--- src/hw/rtl/fvgm_pkg.sv ---
// Shared types and constants for the FAT volume geometry mapper.
// Used by fvgm_csr, fvgm_geom, fvgm_pipe and fat_volume_geometry_mapper.
package fvgm_pkg;

   // register map, index = byte address / 4
   localparam int RegIdxW = 3;
   localparam int AddrW   = RegIdxW + 2;
   localparam int DataW   = 32;

   localparam logic [RegIdxW-1:0] REG_SECTORS_PER_CLUSTER = 3'd0;
   localparam logic [RegIdxW-1:0] REG_RESERVED_SECTORS    = 3'd1;
   localparam logic [RegIdxW-1:0] REG_FAT_COPIES          = 3'd2;
   localparam logic [RegIdxW-1:0] REG_ROOT_ENTRY_COUNT    = 3'd3;
   localparam logic [RegIdxW-1:0] REG_FAT_SIZE_SMALL      = 3'd4;
   localparam logic [RegIdxW-1:0] REG_FAT_SIZE_LARGE      = 3'd5;
   localparam logic [RegIdxW-1:0] REG_TOTAL_SECTORS_SMALL = 3'd6;
   localparam logic [RegIdxW-1:0] REG_TOTAL_SECTORS_LARGE = 3'd7;

   // FAT type codes
   localparam logic [1:0] KIND_FAT12 = 2'd0;
   localparam logic [1:0] KIND_FAT16 = 2'd1;
   localparam logic [1:0] KIND_FAT32 = 2'd2;

   // cluster count thresholds between FAT types
   localparam logic [31:0] FAT12_LIMIT = 32'd4085;
   localparam logic [31:0] FAT16_LIMIT = 32'd65525;

   // bytes per root directory entry, as a shift
   localparam int DIR_ENTRY_SHIFT = 5;
   // first data cluster number
   localparam logic [31:0] FIRST_CLUSTER = 32'd2;

   // boot-record view with the active FAT size and total count picked
   typedef struct packed {
      logic [7:0]  spc;
      logic [15:0] rsvd;
      logic [7:0]  copies;
      logic [15:0] roots;
      logic [31:0] fat_size;
      logic [31:0] total;
   } cfg_type;

   // derived volume geometry, stable once ok is set until the next configuration write
   typedef struct packed {
      logic        ok;
      logic [1:0]  kind;
      logic [31:0] clusters;
      logic [31:0] root_start;
      logic [12:0] root_len;
      logic [31:0] data_start;
      logic [31:0] data_len;
   } geom_type;

endpackage

--- src/hw/rtl/fvgm_csr.sv ---
// Configuration register file with an APB-style port.
// Depends on fvgm_pkg for the register map and cfg_type.
module fvgm_csr import fvgm_pkg::*; (
   input  logic             clock,
   input  logic             reset,
   input  logic             psel,
   input  logic             penable,
   input  logic             pwrite,
   input  logic [AddrW-1:0] paddr,
   input  logic [DataW-1:0] pwdata,
   output logic [DataW-1:0] prdata,
   output logic             pready,
   output cfg_type          cfg,
   output logic             cfg_wr
);

   logic [7:0]  spc_ff;
   logic [15:0] rsvd_ff;
   logic [7:0]  copies_ff;
   logic [15:0] roots_ff;
   logic [15:0] fsz_small_ff;
   logic [31:0] fsz_large_ff;
   logic [15:0] tot_small_ff;
   logic [31:0] tot_large_ff;
   logic [RegIdxW-1:0] idx;

   assign pready = 1'b1;
   assign idx    = paddr[AddrW-1:2];
   assign cfg_wr = psel && penable && pwrite && pready;

   // register writes
   always_ff @(posedge clock) begin
      if (reset) begin
         spc_ff       <= 8'd1;
         rsvd_ff      <= 16'd1;
         copies_ff    <= 8'd2;
         roots_ff     <= 16'd512;
         fsz_small_ff <= '0;
         fsz_large_ff <= '0;
         tot_small_ff <= '0;
         tot_large_ff <= '0;
      end else if (cfg_wr) begin
         case (idx)
            REG_SECTORS_PER_CLUSTER: spc_ff       <= pwdata[7:0];
            REG_RESERVED_SECTORS:    rsvd_ff      <= pwdata[15:0];
            REG_FAT_COPIES:          copies_ff    <= pwdata[7:0];
            REG_ROOT_ENTRY_COUNT:    roots_ff     <= pwdata[15:0];
            REG_FAT_SIZE_SMALL:      fsz_small_ff <= pwdata[15:0];
            REG_FAT_SIZE_LARGE:      fsz_large_ff <= pwdata;
            REG_TOTAL_SECTORS_SMALL: tot_small_ff <= pwdata[15:0];
            REG_TOTAL_SECTORS_LARGE: tot_large_ff <= pwdata;
            default: ;
         endcase
      end
   end

   // read mux
   always_comb begin
      case (idx)
         REG_SECTORS_PER_CLUSTER: prdata = {24'd0, spc_ff};
         REG_RESERVED_SECTORS:    prdata = {16'd0, rsvd_ff};
         REG_FAT_COPIES:          prdata = {24'd0, copies_ff};
         REG_ROOT_ENTRY_COUNT:    prdata = {16'd0, roots_ff};
         REG_FAT_SIZE_SMALL:      prdata = {16'd0, fsz_small_ff};
         REG_FAT_SIZE_LARGE:      prdata = fsz_large_ff;
         REG_TOTAL_SECTORS_SMALL: prdata = {16'd0, tot_small_ff};
         REG_TOTAL_SECTORS_LARGE: prdata = tot_large_ff;
         default:                 prdata = '0;
      endcase
   end

   // small fields win when nonzero
   always_comb begin
      cfg.spc      = spc_ff;
      cfg.rsvd     = rsvd_ff;
      cfg.copies   = copies_ff;
      cfg.roots    = roots_ff;
      cfg.fat_size = (fsz_small_ff != '0) ? {16'd0, fsz_small_ff} : fsz_large_ff;
      cfg.total    = (tot_small_ff != '0) ? {16'd0, tot_small_ff} : tot_large_ff;
   end

endmodule

--- src/hw/rtl/fvgm_geom.sv ---
// Geometry sequencer: derives volume layout and cluster count after each
// configuration change, with a bit-serial divider. Depends on fvgm_pkg.
module fvgm_geom import fvgm_pkg::*; #(
   parameter int SECTOR_BYTES = 512
) (
   input  logic     clock,
   input  logic     reset,
   input  cfg_type  cfg,
   input  logic     cfg_wr,
   output geom_type geom
);

   localparam int SecShift = $clog2(SECTOR_BYTES);
   localparam int RootW    = 16 + DIR_ENTRY_SHIFT + 1;

   typedef enum logic [2:0] {
      ST_MUL, ST_AREA, ST_OVER, ST_LEN, ST_DIV, ST_KIND, ST_DONE
   } state_type;

   state_type   state_ff;
   logic        ok_ff;
   logic [39:0] prod_ff;
   logic [40:0] area_ff;
   logic [41:0] over_ff;
   logic [12:0] root_len_ff;
   logic [31:0] data_len_ff;
   logic [7:0]  rem_ff;
   logic [31:0] quo_ff;
   logic [4:0]  cnt_ff;
   logic [1:0]  kind_ff;

   logic [RootW-1:0] root_bytes;
   logic [8:0]       rem_cat;
   logic             q_bit;
   logic [8:0]       rem_sub;
   logic [42:0]      total_ext;

   // root directory bytes, rounded up to whole sectors
   assign root_bytes = RootW'({cfg.roots, {DIR_ENTRY_SHIFT{1'b0}}})
                     + RootW'(SECTOR_BYTES - 1);

   // one restoring divide step
   assign rem_cat = {rem_ff, quo_ff[31]};
   assign q_bit   = (rem_cat >= {1'b0, cfg.spc});
   assign rem_sub = rem_cat - {1'b0, cfg.spc};

   assign total_ext = {11'd0, cfg.total};

   // sequencer and geometry registers
   always_ff @(posedge clock) begin
      if (reset) begin
         state_ff <= ST_MUL;
         ok_ff    <= 1'b0;
      end else if (cfg_wr) begin
         state_ff <= ST_MUL;
         ok_ff    <= 1'b0;
      end else begin
         case (state_ff)
            ST_MUL: begin
               prod_ff     <= 40'(cfg.copies) * 40'(cfg.fat_size);
               root_len_ff <= 13'(root_bytes >> SecShift);
               state_ff    <= ST_AREA;
            end
            ST_AREA: begin
               area_ff  <= 41'(cfg.rsvd) + 41'(prod_ff);
               state_ff <= ST_OVER;
            end
            ST_OVER: begin
               over_ff  <= 42'(area_ff) + 42'(root_len_ff);
               state_ff <= ST_LEN;
            end
            ST_LEN: begin
               if (total_ext > 43'(over_ff)) begin
                  data_len_ff <= cfg.total - over_ff[31:0];
                  quo_ff      <= cfg.total - over_ff[31:0];
               end else begin
                  data_len_ff <= '0;
                  quo_ff      <= '0;
               end
               rem_ff   <= '0;
               cnt_ff   <= '0;
               state_ff <= ST_DIV;
            end
            ST_DIV: begin
               // zero divisor always subtracts, leaving an all-ones quotient
               rem_ff <= q_bit ? rem_sub[7:0] : rem_cat[7:0];
               quo_ff <= {quo_ff[30:0], q_bit};
               cnt_ff <= cnt_ff + 5'd1;
               if (cnt_ff == 5'd31) begin
                  state_ff <= ST_KIND;
               end
            end
            ST_KIND: begin
               if (quo_ff < FAT12_LIMIT) begin
                  kind_ff <= KIND_FAT12;
               end else if (quo_ff < FAT16_LIMIT) begin
                  kind_ff <= KIND_FAT16;
               end else begin
                  kind_ff <= KIND_FAT32;
               end
               ok_ff    <= 1'b1;
               state_ff <= ST_DONE;
            end
            ST_DONE: state_ff <= ST_DONE;
            default: state_ff <= ST_MUL;
         endcase
      end
   end

   always_comb begin
      geom.ok         = ok_ff;
      geom.kind       = kind_ff;
      geom.clusters   = quo_ff;
      geom.root_start = area_ff[31:0];
      geom.root_len   = root_len_ff;
      geom.data_start = over_ff[31:0];
      geom.data_len   = data_len_ff;
   end

endmodule

--- src/hw/rtl/fvgm_pipe.sv ---
// Three-stage cluster lookup pipeline: cluster sector and FAT entry place.
// Depends on fvgm_pkg for cfg_type, geom_type and the FAT type codes.
module fvgm_pipe import fvgm_pkg::*; #(
   parameter int SECTOR_BYTES = 512
) (
   input  logic        clock,
   input  logic        reset,
   input  cfg_type     cfg,
   input  geom_type    geom,
   input  logic        in_valid,
   output logic        in_ready,
   input  logic [31:0] in_cluster,
   output logic        out_valid,
   input  logic        out_ready,
   output logic [31:0] out_cluster_sector,
   output logic [31:0] out_entry_sector,
   output logic [11:0] out_entry_offset
);

   localparam int SecShift = $clog2(SECTOR_BYTES);

   logic        v1_ff, v2_ff, v3_ff;
   logic        en1, en2, en3;
   logic [31:0] nm2_ff;
   logic [33:0] ent_ff;
   logic [31:0] prod_ff;
   logic [31:0] esec2_ff;
   logic [11:0] eofs2_ff;
   logic [31:0] csec_ff;
   logic [31:0] esec3_ff;
   logic [11:0] eofs3_ff;

   logic [33:0] n_ext;
   logic [33:0] ent_in;
   logic [39:0] prod_in;
   logic [33:0] esec_in;

   // stage enables: a stage loads when empty or when its beat moves on
   assign en3      = !v3_ff || out_ready;
   assign en2      = !v2_ff || en3;
   assign en1      = !v1_ff || en2;
   assign in_ready = geom.ok && en1;

   // entry byte offset by FAT type
   assign n_ext = {2'd0, in_cluster};
   always_comb begin
      case (geom.kind)
         KIND_FAT12: ent_in = n_ext + (n_ext >> 1);
         KIND_FAT16: ent_in = n_ext << 1;
         default:    ent_in = n_ext << 2;
      endcase
   end

   assign prod_in = 40'(nm2_ff) * 40'(cfg.spc);
   assign esec_in = 34'(cfg.rsvd) + (ent_ff >> SecShift);

   // valid bits
   always_ff @(posedge clock) begin
      if (reset) begin
         v1_ff <= 1'b0;
         v2_ff <= 1'b0;
         v3_ff <= 1'b0;
      end else begin
         if (en1) v1_ff <= in_valid && in_ready;
         if (en2) v2_ff <= v1_ff;
         if (en3) v3_ff <= v2_ff;
      end
   end

   // stage 1: cluster offset and entry byte offset
   always_ff @(posedge clock) begin
      if (en1) begin
         nm2_ff <= in_cluster - FIRST_CLUSTER;
         ent_ff <= ent_in;
      end
   end

   // stage 2: cluster multiply, entry sector split
   always_ff @(posedge clock) begin
      if (en2) begin
         prod_ff  <= prod_in[31:0];
         esec2_ff <= esec_in[31:0];
         eofs2_ff <= 12'(ent_ff & 34'(SECTOR_BYTES - 1));
      end
   end

   // stage 3: output beat
   always_ff @(posedge clock) begin
      if (en3) begin
         csec_ff  <= prod_ff + geom.data_start;
         esec3_ff <= esec2_ff;
         eofs3_ff <= eofs2_ff;
      end
   end

   assign out_valid          = v3_ff;
   assign out_cluster_sector = csec_ff;
   assign out_entry_sector   = esec3_ff;
   assign out_entry_offset   = eofs3_ff;

endmodule

--- src/hw/rtl/fat_volume_geometry_mapper.sv ---
// FAT volume geometry mapper, top level.
// Depends on fvgm_pkg, fvgm_csr, fvgm_geom and fvgm_pipe.
//
// Boot-record fields are written over the APB-style port (register i at
// byte address 4*i). Each req_ beat carries a cluster number; each rsp_
// beat returns the volume geometry together with that cluster's first
// sector and the sector and byte offset of its FAT entry.
// Each accepted req_ beat passes the three-stage lookup pipeline to
// rsp_valid; one beat can enter every cycle while rsp_ready is high.
// After reset and after every register write the geometry sequencer runs
// through its steps (multiply, sums, 32-step cluster count divide, type
// decode); req_ready stays low until it finishes.
// When the receiver holds rsp_ready low the pipeline fills up to three
// beats and then drops req_ready; nothing is lost or repeated.
// SECTOR_BYTES must be a power of two.
module fat_volume_geometry_mapper import fvgm_pkg::*; #(
   parameter int SECTOR_BYTES = 512
) (
   input  logic             clock,
   input  logic             reset,
   // configuration
   input  logic             psel,
   input  logic             penable,
   input  logic             pwrite,
   input  logic [AddrW-1:0] paddr,
   input  logic [DataW-1:0] pwdata,
   output logic [DataW-1:0] prdata,
   output logic             pready,
   // request channel
   input  logic             req_valid,
   output logic             req_ready,
   input  logic [15:0]      req_cluster_high,
   input  logic [15:0]      req_cluster_low,
   // response channel
   output logic             rsp_valid,
   input  logic             rsp_ready,
   output logic [1:0]       rsp_fat_kind,
   output logic [31:0]      rsp_cluster_total,
   output logic [31:0]      rsp_root_dir_start,
   output logic [12:0]      rsp_root_dir_length,
   output logic [31:0]      rsp_data_region_start,
   output logic [31:0]      rsp_data_region_length,
   output logic [31:0]      rsp_cluster_sector,
   output logic [31:0]      rsp_fat_entry_sector,
   output logic [11:0]      rsp_fat_entry_offset
);

   cfg_type  cfg;
   geom_type geom;
   logic     cfg_wr;

   // register file
   fvgm_csr u_csr (
      .clock   (clock),
      .reset   (reset),
      .psel    (psel),
      .penable (penable),
      .pwrite  (pwrite),
      .paddr   (paddr),
      .pwdata  (pwdata),
      .prdata  (prdata),
      .pready  (pready),
      .cfg     (cfg),
      .cfg_wr  (cfg_wr)
   );

   // volume geometry
   fvgm_geom #(.SECTOR_BYTES(SECTOR_BYTES)) u_geom (
      .clock  (clock),
      .reset  (reset),
      .cfg    (cfg),
      .cfg_wr (cfg_wr),
      .geom   (geom)
   );

   // per-beat lookup
   fvgm_pipe #(.SECTOR_BYTES(SECTOR_BYTES)) u_pipe (
      .clock              (clock),
      .reset              (reset),
      .cfg                (cfg),
      .geom               (geom),
      .in_valid           (req_valid),
      .in_ready           (req_ready),
      .in_cluster         ({req_cluster_high, req_cluster_low}),
      .out_valid          (rsp_valid),
      .out_ready          (rsp_ready),
      .out_cluster_sector (rsp_cluster_sector),
      .out_entry_sector   (rsp_fat_entry_sector),
      .out_entry_offset   (rsp_fat_entry_offset)
   );

   // user keeps geometry still while beats are in flight; the block does not enforce it
   assign rsp_fat_kind           = geom.kind;
   assign rsp_cluster_total      = geom.clusters;
   assign rsp_root_dir_start     = geom.root_start;
   assign rsp_root_dir_length    = geom.root_len;
   assign rsp_data_region_start  = geom.data_start;
   assign rsp_data_region_length = geom.data_len;

endmodule
--- config.mk ---
export PLATFORM = sky130hd
export DESIGN_NAME = fat_volume_geometry_mapper
export DESIGN_NICKNAME = d
export VERILOG_FILES = /design/src/hw/rtl/fvgm_pkg.sv /design/src/hw/rtl/fvgm_csr.sv /design/src/hw/rtl/fvgm_geom.sv /design/src/hw/rtl/fvgm_pipe.sv /design/src/hw/rtl/fat_volume_geometry_mapper.sv
export SDC_FILE = /design/constraint.sdc
export NUM_CORES = 2
export LEC_CHECK = 0
export ABC_AREA = 1
export ABC_CLOCK_PERIOD_IN_PS = 7200
export BUFFER_PORTS_ARGS = -buffer_cell sky130_fd_sc_hd__buf_2
export CELL_PAD_IN_SITES_DETAIL_PLACEMENT = 1
export CELL_PAD_IN_SITES_GLOBAL_PLACEMENT = 2
export CORE_MARGIN = 2
export CORE_UTILIZATION = 34
export CTS_CLUSTER_DIAMETER = 150
export DETAILED_ROUTE_END_ITERATION = 8
export GPL_ROUTABILITY_DRIVEN = 1
export PLACE_DENSITY = 0.82
export SLEW_MARGIN = 10
export SYNTH_ARGS = -nofsm -noshare
export SYNTH_HDL_FRONTEND = slang
export SYNTH_SLANG_ARGS = --single-unit
--- constraint.sdc ---
create_clock -name clock -period 7.2 [get_ports clock]
set_input_delay 1.8 -clock clock [delete_from_list [all_inputs] [get_ports clock]]
set_output_delay 1.8 -clock clock [all_outputs]
set_load 0.005 [all_outputs]
# --- After elaboration in Yosys (flattened, before gate mapping) ---
# Cells that the tools add are included.
# W data, S select, Z words.
totals:
  regBits: 578
  out_inout_bits: 254
  in_bits: 76
classes:
  muxes: 12
  eq_ne: 16
  multipliers: 2
  reduce_logical: 32
  n_addsub: 10
  bitwise_logic: 2
  order_cmp: 4
ops:
  columns: ["cell", "count"]
  rows:
  - ["$pmux W32 S8", 1]
  - ["$mux W32", 3]
  - ["$pmux W34 S2", 1]
  - ["$pmux W32 S2", 1]
  - ["$add A41 B13 Y42", 1]
  - ["$gt A32 B42 Y1", 1]
  - ["$add A16 B40 Y41", 1]
  - ["$mul A8 B32 Y40", 1]
  - ["$add A32 B31 Y33", 1]
  - ["$add A32 B32 Y32", 1]
  - ["$lt A32 B12 Y1 const B", 1]
  - ["$lt A32 B16 Y1 const B", 1]
  - ["$mul A32 B8 Y32", 1]
  - ["$reduce_bool A16 Y1", 2]
  - ["$sub A32 B2 Y32 const B", 1]
  - ["$sub A32 B32 Y32", 1]
  - ["$add A16 B25 Y26", 1]
  - ["$add A21 B9 Y22 const B", 1]
  - ["$eq A3 B3 Y1 const B", 7]
  - ["$pmux W3 S6", 1]
  - ["$reduce_and A3 Y1", 6]
  - ["$pmux W8 S2", 1]
  - ["$reduce_and A2 Y1", 8]
  - ["$eq A3 B2 Y1 const B", 4]
  - ["other kinds (19)", 30]

# --- Logic depth before layout (Yosys ltp) ---
logic_depth:
  word_depth: 6
  ltp_mapped: 27

# --- Hierarchy ---
# From an unflattened synthesis, not the netlist that was laid out.
unflattened:
  cells_unflattened: 6883
  hier_area_um2: 51451.8
modules_own_cells:
  columns: ["module", "cells_each", "n_inst", "area_each_um2"]
  rows:
  - ["fvgm_geom", 3090, 1, 23384.9]
  - ["fvgm_pipe", 2718, 1, 20972.6]
  - ["fvgm_csr", 1075, 1, 7094.3]

# --- Worst setup path before layout ---
# No wires, ideal clock.
synth_path:
  path_type: "in2out"
  start: "input port rsp_ready"
  end: "output port req_ready"
  arrival_time_ns: 5.228
  path_slack_ns: 0.172
  path_buffers: 0
  cell_stages: 6
  cell_sequence: "inv_1 -> nand2_1 -> nor2_1 -> nand2_1 -> nand2_1 -> inv_1"
synth_via:
  elab_chain_cells: 4
synth_lines:
  columns: ["item", "line", "text"]
  rows:
  - ["start: declaration", "fat_volume_geometry_mapper.sv:36", "input logic rsp_ready,"]
  - ["$logic_or A1 B1 Y1", "fvgm_pipe.sv:39", "assign en3 = !v3_ff || out_ready;"]
  - ["net u_pipe.en3", "fvgm_pipe.sv:23", "logic en1, en2, en3;"]
  - ["$logic_or A1 B1 Y1", "fvgm_pipe.sv:40", "assign en2 = !v2_ff || en3;"]
  - ["$logic_or A1 B1 Y1", "fvgm_pipe.sv:41", "assign en1 = !v1_ff || en2;"]
  - ["$logic_and A1 B1 Y1", "fvgm_pipe.sv:42", "assign in_ready = geom.ok && en1;"]
  - ["end: declaration", "fat_volume_geometry_mapper.sv:31", "output logic req_ready,"]
# The timed path passes the listed nets, and every way through them passes these cells.

# --- Final worst setup path ---
layout_path:
  start: "register u_csr.fsz_small_ff[2]"
  end: "register u_geom.prod_ff[22], data pin"
layout_via:
  elab_chain_cells: 3
layout_lines:
  columns: ["item", "line", "text"]
  rows:
  - ["start: declaration", "fvgm_csr.sv:21", "logic [15:0] fsz_small_ff;"]
  - ["start signal: assignment", "fvgm_csr.sv:48", "REG_FAT_SIZE_SMALL: fsz_small_ff <= pwdata[15:0];"]
  - ["$reduce_bool A16 Y1", "fvgm_csr.sv:78", "cfg.fat_size = (fsz_small_ff != '0) ? {16'd0, fsz_small_ff} : fsz_large_ff;"]
  - ["$mux W32 *", "fvgm_csr.sv:78", null]
  - ["$mul A8 B32 Y40 *", "fvgm_geom.sv:60", "prod_ff <= 40'(cfg.copies) * 40'(cfg.fat_size);"]
  - ["end signal: assignment", "fvgm_geom.sv:60", null]
  - ["end: declaration", "fvgm_geom.sv:22", "logic [39:0] prod_ff;"]
# Mark *: on every way between the ends. The rest lies on a longest branch, timed or not.
# A chain may end at the register's enable or synchronous reset.

==> summary.txt <==
Row count: 138
Layout cells sized above 1: 8.38%
Pin count of the biggest net entering global routing: 97
Sequential area share after synthesis: 31.9%
Most frequent cells after synthesis: nand2_1 (1331), inv_1 (1067), nor2_1 (740)
F_max: 158 MHz
Buffers added on ports: 317
Post-CTS Setup Bufs: 0
#FFs+latches synth: 566
Pwr dens: 184 nW/µm²
Critical setup path kind: reg2reg
Area Growth Syn to Fin: 11.6%
Num ports: 330
Top cells by area, synth: edfxtp_1 (26%), fa_1 (14%), nand2_1 (10%)
Post-Synthesis Cells: 6161
EDFF count, synth: 415
Initial antenna violation count: 28
Main synth FF type: edfxtp_1
TritonCTS buffer count: 73
DR WL/cell: 22.6 µm
Vias in the first global route: 43757
Pleak: 0.0258 µW
Routed WL: 188000 µm
Nets@finish: 7073
Cell Area, Synth: 48500 µm²
Cts repair resizes: 0
Clock-pin transition on the worst setup and hold timing paths: 0.06 ns
Die H: 382 µm
Worst Path Required: 7.65 ns
Initial Utilization: 34.2%
Post-Layout Cell Count: 8333
Syn avg cell area: 7.87 µm²
CP Capture Type: flip-flop
Hold-fix buffers, CTS: 0
Die Footprint: 146000 µm²
CTS Sinks: 566
Hold-critical path depth: 0
Top delay family on crit path: adder cells
First-pass GRT wire length: 280000 µm
All-layer global routing usage: 25.4%
RSZ-0062 raised after global routing: no
Post-route antenna net violation count: 0
Worst setup slack after placement: 0.936 ns
Worst skew pair latency: 0.68 ns
Buffers & Inverters on Critical Path: 6
Synth cell types: 57
Setup TNS: 0 ns
Final setup fails: 0
Critical path data arrival time: 6.80 ns
Core Area: 142000 µm²
Slowest cell on the critical path: fa_1
Most frequent cell after synthesis: nand2_1
# DRC: 0
Asr flop ratio synth: 0%
Root buffer cell: clkbuf_16
Post-DP HPWL: 155000 µm
DR pass1 iterations: 6
CP Cell Sequence: inv_1 > nand4_1 > nor2_1 > nand2_1 > buf_4 > nor2_1 > nor2_1 > nor2_1 > fa_1 > fa_1 > fa_1 > inv_1 > fa_1 > inv_1 > ha_1 > nand2_1 > inv_1 > a21oi_1 > nand2_1 > a21oi_1 > inv_1 > nand2_1 > nand2_1 > xor2_1
Area leader, netlist: edfxtp_1
Remaining global-route overflow: 0
Crit path max fanout: 23
Max incr delay on CP: 0.57 ns
Fin. max-slew vios: 0
Worst Clk Skew: 0.0318 ns
Die width: 382 µm
Final worst setup slack: 0.852 ns
Max_cap viols: 0
Routability cong.: 0.952
H-Tree Depth: 3
Period minus WS final: 6.35 ns
Max_slew headroom: 20.9%
Status: completed
Slew @ Worst Pin: 1.19 ns
Final Hold Fails: 0
CTS tree: done
Fin crit share: 88.2%
Post-Place Cells: 8185
Top cell type's share of synthesized area: 25.7%
Clock Path Buffers: 3
Reg2reg path depth: 24
Startpoint Class: flip-flop
Vias: 43009
Worst path depth: 24
YS warnings: 0
Max IR drop VDD: 0.166 mV
Vias per inst: 5.16
Starting DRC count in detailed routing: 3237
Worst min path class: reg2reg
Fill cell count: 17317
[final cells by class]
class                      count  area [µm²]  area share, %
tap                         1890        2360           4.37
multi-input combinational   4294       27800           51.5
clock inverter                41         442          0.816
timing repair buffer         350        1830           3.39
antenna                       13        32.5         0.0601
clock buffer                  94        2020           3.74
sequential                   566       15500           28.6
inverter                    1085        4070           7.53
[routing by layer]
metal | vias to the layer above | global-route usage (%) | share of wire (%) | wire length, µm
li1 | 20020 | - | - | -
met1 | 21547 | 35.5 | 46 | 85900
met2 | 1224 | 40.7 | 46 | 85800
met3 | 198 | 3.76 | 6.0 | 11300
met4 | 20 | 7.35 | 2.8 | 5270
met5 | - | 0 | 0.061 | 115
[report_power, final]
part           leakage [µW]  switching [µW]  internal (µW)
registers           0.00537             283           3880
clock network       0.00120            1560           2220
logic                0.0192            1380            632
[placed cells by master (no fill, tap or decap), types with 30 or more instances in the layout]
cell / netlist / final
edfxtp_1: 415 / 415
nor2_1: 740 / 736
buf_4: 74 / 33
clkbuf_16: 0 / 77
a21oi_1: 375 / 375
xor2_1: 167 / 167
a21o_1: 30 / 30
inv_1: 1067 / 1065
buf_2: 9 / 317
nand3_1: 208 / 208
xnor2_1: 56 / 56
nand4_1: 76 / 76
o21ai_0: 316 / 316
dfxtp_1: 151 / 149
nand2_1: 1331 / 1329
ha_1: 284 / 284
o22ai_1: 45 / 45
nor3_1: 73 / 72
fa_1: 343 / 343
[registers in the layout (all words and copies together), names as in the netlist, 32 cells and up]
name and flops:
u_csr.fsz_large_ff 32, u_csr.tot_large_ff 32, u_geom.area_ff 41, u_geom.data_len_ff 32, u_geom.over_ff 42, u_geom.prod_ff 40, u_geom.quo_ff 32, u_pipe.ent_ff 34
u_pipe.nm2_ff 32, u_pipe.out_cluster_sector 32, u_pipe.prod_ff 32
[worst paths after layout]
check / from / endpoint / slack (ns)
worst max-delay path: u_csr.fsz_small_ff[2]$_SDFFE_PP0P_ / u_geom.prod_ff[22]$_DFFE_PP_ / 0.85
worst min-delay path: u_pipe.ent_ff[4]$_DFFE_PN_ / u_pipe.eofs2_ff[4]$_DFFE_PP_ / 0.42
worst max register to register: u_csr.fsz_small_ff[2]$_SDFFE_PP0P_ / u_geom.prod_ff[22]$_DFFE_PP_ / 0.85
worst min register to register: u_pipe.ent_ff[4]$_DFFE_PN_ / u_pipe.eofs2_ff[4]$_DFFE_PP_ / 0.42
[logic make-up (layout without fill, tap and decap cells)]
| family | after synthesis | in the layout | synth area share [%] |
|---|---|---|---|
| AO/OA/AOI/OAI | 911 | 911 | 10.4 |
| XOR/XNOR | 223 | 223 | 4.03 |
| adder cells (fa/ha/maj) | 627 | 627 | 21.5 |
| buffers and inverters | 1309 | 1570 | 10.8 |
| flip-flops | 566 | 566 | 31.9 |
| other | 2 | 23 | 0.0155 |
| AND/OR/NAND/NOR | 2523 | 2523 | 21.3 |
[stage by stage]
stage,instance area (µm²),hold slack (ns),utilization (%),power (µW)
6_report,54100,0.421,38.2,9960
5_1_grt,54100,0.423,38.2,10400
4_1_cts,54100,0.421,38.2,10000
3_5_place_dp,51600,0.406,36.4,6220
3_3_place_gp,51600,0.404,36.4,6170
2_1_floorplan,48500,0.400,-,5300
No activity file was read; power rests on OpenSTA's default activity.
